===== src/sv/pas_pkg.sv =====
package pas_pkg;

    // Default sample limit per run
    localparam int MAX_SAMPLES_DEF = 64;

    // Default divider lane widths for the default sample limit
    localparam int DIV_DW_DEF = 40;
    localparam int DIV_VW_DEF = 12;

    // One arc request
    typedef struct packed {
        logic signed [31:0] start_x;
        logic signed [31:0] start_y;
        logic signed [31:0] start_z;
        logic signed [31:0] end_x;
        logic signed [31:0] end_y;
        logic signed [31:0] end_z;
        logic signed [31:0] span_time;
        logic signed [31:0] bump_height;
        logic        [7:0]  sample_count;
    } t_req;

    // One emitted sample
    typedef struct packed {
        logic        [5:0]  sample_index;
        logic signed [31:0] sample_time;
        logic signed [31:0] pos_x;
        logic signed [31:0] pos_y;
        logic signed [31:0] pos_z;
        logic               valid_res;
        logic               last;
    } t_smp;

    // Divider lane control
    typedef struct packed {
        logic load;
        logic step;
        logic fix;
    } t_div_ctl;

    // Request setup sequencer
    typedef enum logic [2:0] {
        ST_IDLE,
        ST_DIFF,
        ST_PROD,
        ST_SUM,
        ST_DIV,
        ST_FIX,
        ST_HOLD
    } t_setup_state;

endpackage


===== src/sv/pas_div_lane.sv =====
module pas_div_lane #(
    parameter int DW = pas_pkg::DIV_DW_DEF,
    parameter int VW = pas_pkg::DIV_VW_DEF
) (
    input  logic              i_clk,
    input  pas_pkg::t_div_ctl i_ctl,
    input  logic signed [DW:0] i_num,
    input  logic [VW-1:0]     i_den,
    output logic signed [DW:0] o_quo,
    output logic [VW-1:0]     o_rem
);

    logic              r_neg, n_neg;
    logic [DW-1:0]     r_q, n_q;
    logic [VW-1:0]     r_r, n_r;
    logic signed [DW:0] r_quo, n_quo;
    logic [VW-1:0]     r_rem, n_rem;

    logic [DW:0]       w_mag;
    logic [VW:0]       w_trial;
    logic [VW:0]       w_diff;
    logic              w_fit;

    // Shift-subtract on the magnitude, then floor fixup for negative dividends
    always_comb begin
        w_mag   = i_num[DW] ? (DW+1)'(-i_num) : i_num;
        w_trial = {r_r, r_q[DW-1]};
        w_diff  = w_trial - {1'b0, i_den};
        w_fit   = (w_trial >= {1'b0, i_den});

        n_neg = r_neg;
        n_q   = r_q;
        n_r   = r_r;
        n_quo = r_quo;
        n_rem = r_rem;

        if (i_ctl.load) begin
            n_neg = i_num[DW];
            n_q   = w_mag[DW-1:0];
            n_r   = '0;
        end else if (i_ctl.step) begin
            n_q = {r_q[DW-2:0], w_fit};
            n_r = w_fit ? w_diff[VW-1:0] : w_trial[VW-1:0];
        end else if (i_ctl.fix) begin
            if (!r_neg) begin
                n_quo = $signed({1'b0, r_q});
                n_rem = r_r;
            end else if (r_r == '0) begin
                n_quo = -$signed({1'b0, r_q});
                n_rem = '0;
            end else begin
                // -q - 1 with the remainder folded back into range
                n_quo = ~$signed({1'b0, r_q});
                n_rem = i_den - r_r;
            end
        end
    end

    always_ff @(posedge i_clk) begin
        r_neg <= n_neg;
        r_q   <= n_q;
        r_r   <= n_r;
        r_quo <= n_quo;
        r_rem <= n_rem;
    end

    assign o_quo = r_quo;
    assign o_rem = r_rem;

endmodule


===== config.mk =====
export PLATFORM = sky130hd
export DESIGN_NAME = pas_div_lane
export DESIGN_NICKNAME = d
export VERILOG_FILES = /design/src/sv/pas_pkg.sv /design/src/sv/pas_div_lane.sv
export SDC_FILE = /design/constraint.sdc
export NUM_CORES = 1
export LEC_CHECK = 0
export BUFFER_PORTS_ARGS = -buffer_cell sky130_fd_sc_hd__buf_2
export CAP_MARGIN = 20
export CORE_UTILIZATION = 60
export DETAILED_ROUTE_END_ITERATION = 16
export GPL_TIMING_DRIVEN = 0
export PLACE_DENSITY = 0.84
export SLEW_MARGIN = 20
export SYNTH_ARGS = -nofsm -noshare
export SYNTH_HDL_FRONTEND = slang
export SYNTH_SLANG_ARGS = --single-unit

===== constraint.sdc =====
create_clock -name i_clk -period 7.1 [get_ports i_clk]
set_input_delay 0.355 -clock i_clk [delete_from_list [all_inputs] [get_ports i_clk]]
set_output_delay 0.355 -clock i_clk [all_outputs]
set_load 0.02 [all_outputs]

==> results.md <==
Power and ir drop:
- The switching power share of the total is 32.4%.
- The clock network accounts for 22.0% of the total power.
- The portion of total power attributed to combinational logic is 26.4%.
- The design draws 0.00155 W.
- In this run the static leakage power is 2.85 nW.
- The power per unit of standard cell area is 203 nW/um^2.
- The worst voltage drop across the vdd grid is 135 uV.
- The internal power contribution is 0.00105 W.
- The sequential power share is 51.6%.
- For this design the total switching power over the nets is 0.000502 W.

CTS:
- The clock tree synthesis step divided the H-tree into 3 levels.
- The quantity of gates resized following cts is 0.
- The post-CTS setup buffer count is 0.
- TritonCTS built the clock tree.
- The maximum root-to-sink buffer count is 2.
- The buffer type at the clock tree root is sky130_fd_sc_hd__clkbuf_8.
- Counting the buffers created by CTS gives 9.
- For the worst-skew pair, the clock arrives at the later sink with an insertion delay of 0.38 ns.
- The tree built by TritonCTS fans out to 106 sinks.
- The clock-pin transition on the worst setup and hold timing paths is 0.10 ns.
- The hold buffer count at cts is 0.

Logic synthesis:
- In this run, synthesis inferred 94 flip-flops with an integrated enable.
- The sequential share of the synthesized area is 45.8%.
- Ranked by instance count, the synthesized netlist is headed by sky130_fd_sc_hd__edfxtp_1 (94), sky130_fd_sc_hd__nor2_1 (65), sky130_fd_sc_hd__xnor2_1 (52).
- For this run, asynchronously set or reset flops after synthesis account for 0%.
- The synthesized design devotes to its leading area cell type 42.2% of total area.
- The count of distinct cell types in the synthesized netlist is 54.
- For this run, the number of Yosys warnings is 0.
- The cell count after synthesis is 665.
- Yosys attributes the largest share of cell area to sky130_fd_sc_hd__edfxtp_1 (42%), sky130_fd_sc_hd__xnor2_1 (6.8%), sky130_fd_sc_hd__xor2_1 (5.4%).
- The cell area after synthesis is 6690 um^2.
- When the netlist entered floorplanning its net count stood at 749.
- The cell accounting for the most synthesized area is sky130_fd_sc_hd__edfxtp_1.
- The dominant cell by count in the synthesized netlist is sky130_fd_sc_hd__edfxtp_1.
- The most used flip-flop cell after synthesis is sky130_fd_sc_hd__edfxtp_1.
- The number of storage elements in the synthesis netlist is 106.
- The mean post-synth cell area is 10.1 um^2.

Routing:
- The routed via count divided by cell count is 6.23.
- Once detail routing completed, the nets flagged for antenna violations numbered 0.
- For this block, the via count after detailed routing is 5,811.
- The DRC violations left is 0.
- The routed wirelength normalized by instance count is 18.8 um.
- The final wirelength is 17,500 um.
- The count of routing violations after the opening detailed-route iteration is 418.
- The detailed-routing iteration count for the pre-antenna-repair pass is 5.

Cells and area:
- The final instance count without filler cells is 932.
- Measured on the finished design, the core utilization comes to 70.3%.
- The area added between synthesis and finish is 13.9%.
- At the end of the flow, the number of nets in the layout was 871.
- Of the cells placed in the final design, the portion with a size suffix greater than 1 is 18.1%.
- The diode insertion count for antenna repair is 0.

Placement:
- The number of cells in the design after placement is 916.
- Prior to clock tree synthesis, the placed netlist has a worst setup slack of 3.94 ns.
- Buffers placed on the I/O ports in this run total 109.
- The last weighted congestion value of the routability-driven placer is 0.956.
- The wire-length estimate of the detail-placed layout is 13,100 um.

Timing:
- Derived from the worst setup path, the maximum achievable clock frequency is 325 MHz.
- The worst-case headroom to the max-slew limit is 30.8%.
- At the pin with the least slew margin, the transition time is 1.03 ns.
- Adding up every negative setup slack in the final design gives 0 ns.
- The final-report max-slew violation count was 0.
- Setup repair after global routing left no endpoint under its margin.
- The clock arrives with 0.00834 ns of skew.
- The ratio of final minimum period to clock period is 43.3%.
- The minimum clock period is 3.07 ns.
- The final number of hold-violating endpoints is 0.
- Setup violations remaining at the end of the flow were counted as 0.
- Setup slack on the critical path of the routed design comes to 4.03 ns.

Floorplan:
- In this run the core area contains 38 standard-cell rows.
- The die span in y is 108 um.
- The die covers 11,600 um^2.
- 110 I/O pins were placed.
- The die outline width is 108 um.
- The initial core utilization is 61.7%.
- The core region is 10,800 um^2.

Critical path:
- The required time of the worst setup path is 7.24 ns.
- The biggest fanout along the worst timing path is 8.
- The kind of capture point of the worst setup path is a flop.
- The data arrival at the endpoint of the critical path is 3.21 ns.
- STA classifies the critical path startpoint as a flop.
- The critical path in this run is classified as reg2reg.

GRT:
- The overall overflow remaining after global route is 0.
- The global routing usage on met1 is 40.3%.
- Entering global routing, the biggest net connects 38 pins.
- The first global-routing pass estimated 27,400 um of wire.
- The number of global-route vias before repair came to 5,593.
- The routing layer with the top usage in global route is met2.
- In the global route stage, met3 resource usage came out at 4.48%.
- The initial antenna violation count was 0.
- For this run, global-route usage on met2 was measured as 51.1%.
- The overall track demand over capacity in global routing is 31.1%.

Status:
- The run finished with clean final reports.

Run:
- The tool flagged a number of max-cap violations equal to 0.

Min path:
- The worst min-delay path class is in2reg.
power groups by stage:
stage               logic (W)  registers, W  clock network (W)
floorplan            0.000265      0.000819                  0
global placement     0.000380      0.000809                  0
detailed placement   0.000397      0.000812                  0
CTS                  0.000401      0.000798           0.000343
global route         0.000446      0.000805           0.000364
finish               0.000409      0.000799           0.000342
worst max-delay path: stages, from the launching register on:
cell	delay, ns
sky130_fd_sc_hd__dfxtp_1	0.38
sky130_fd_sc_hd__nor4_1	0.37
sky130_fd_sc_hd__nand3_1	0.22
sky130_fd_sc_hd__or4_1	0.46
sky130_fd_sc_hd__or3_1	0.36
sky130_fd_sc_hd__buf_2	0.16
sky130_fd_sc_hd__or3_1	0.30
sky130_fd_sc_hd__buf_2	0.22
sky130_fd_sc_hd__o31ai_2	0.25
sky130_fd_sc_hd__xnor2_1	0.11
routing by layer:
layer	vias up	wire, um
li1	2711	-
met1	2754	7000
met2	302	8580
met3	44	1460
met4	0	495
met5	-	0
placed cells by master, fill, tap and decap left out, types with 9 or more instances in the layout:
cell type	netlist	layout
sky130_fd_sc_hd__a211oi_1	9	9
sky130_fd_sc_hd__a21oi_1	51	51
sky130_fd_sc_hd__buf_2	2	111
sky130_fd_sc_hd__clkbuf_1	28	29
sky130_fd_sc_hd__clkbuf_8	0	9
sky130_fd_sc_hd__dfxtp_1	12	12
sky130_fd_sc_hd__edfxtp_1	94	94
sky130_fd_sc_hd__ha_1	25	25
sky130_fd_sc_hd__inv_1	34	33
sky130_fd_sc_hd__mux2i_1	9	9
sky130_fd_sc_hd__nand2_1	25	25
sky130_fd_sc_hd__nand3_1	13	13
sky130_fd_sc_hd__nor2_1	65	65
sky130_fd_sc_hd__o21ai_0	47	47
sky130_fd_sc_hd__o31ai_1	22	22
sky130_fd_sc_hd__o41ai_1	13	13
sky130_fd_sc_hd__or3_1	23	23
sky130_fd_sc_hd__xnor2_1	52	52
sky130_fd_sc_hd__xor2_1	41	41
per-stage QoR:
step           hold WS (ns)  cell area, um^2
2_1_floorplan         0.454             6690
3_3_place_gp          0.536             7410
3_5_place_dp          0.545             7460
4_1_cts               0.168             7620
5_1_grt               0.184             7620
6_report              0.179             7620
flip-flops by register name, indices dropped and copies added, names as in the netlist:
register and flops:
o_quo 41, o_rem 12, r_neg 1, r_q 40, r_r 12
layout make-up:
class / count / area [um^2]
multi-input cells: 494 / 3390
inverters: 34 / 128
plain buffers: 31 / 119
clock buffers: 10 / 128
well taps: 140 / 175
repair buffers: 111 / 586
clock inverters: 6 / 41.3
flip-flops and latches: 106 / 3060
fillers: 831 / 3220
logic make-up (layout without fill, tap and decap cells):
group / Yosys count / count (layout) / share of synthesized area, %
xor+xnor: 93 / 93 / 12.2
mux: 12 / 12 / 1.85
buf+inv: 65 / 192 / 3.68
simple gates: 177 / 177 / 13.2
fa+ha+maj: 27 / 27 / 5.27
compound gates: 185 / 185 / 18.1
flops: 106 / 106 / 45.8
final timing paths:
path	startpoint	endpoint	slack, ns	cells after the start
worst max-delay path	r_r[3]$_SDFFE_PP0P_	o_quo[31]$_DFFE_PP_	4.03	9
worst min-delay path	i_ctl[2]	r_neg$_DFFE_PP_	0.18	1
worst max register to register	r_r[3]$_SDFFE_PP0P_	o_quo[31]$_DFFE_PP_	4.03	9
worst min register to register	r_r[2]$_SDFFE_PP0P_	r_r[2]$_SDFFE_PP0P_	0.56	2
Power figures use the tool's default switching activity.
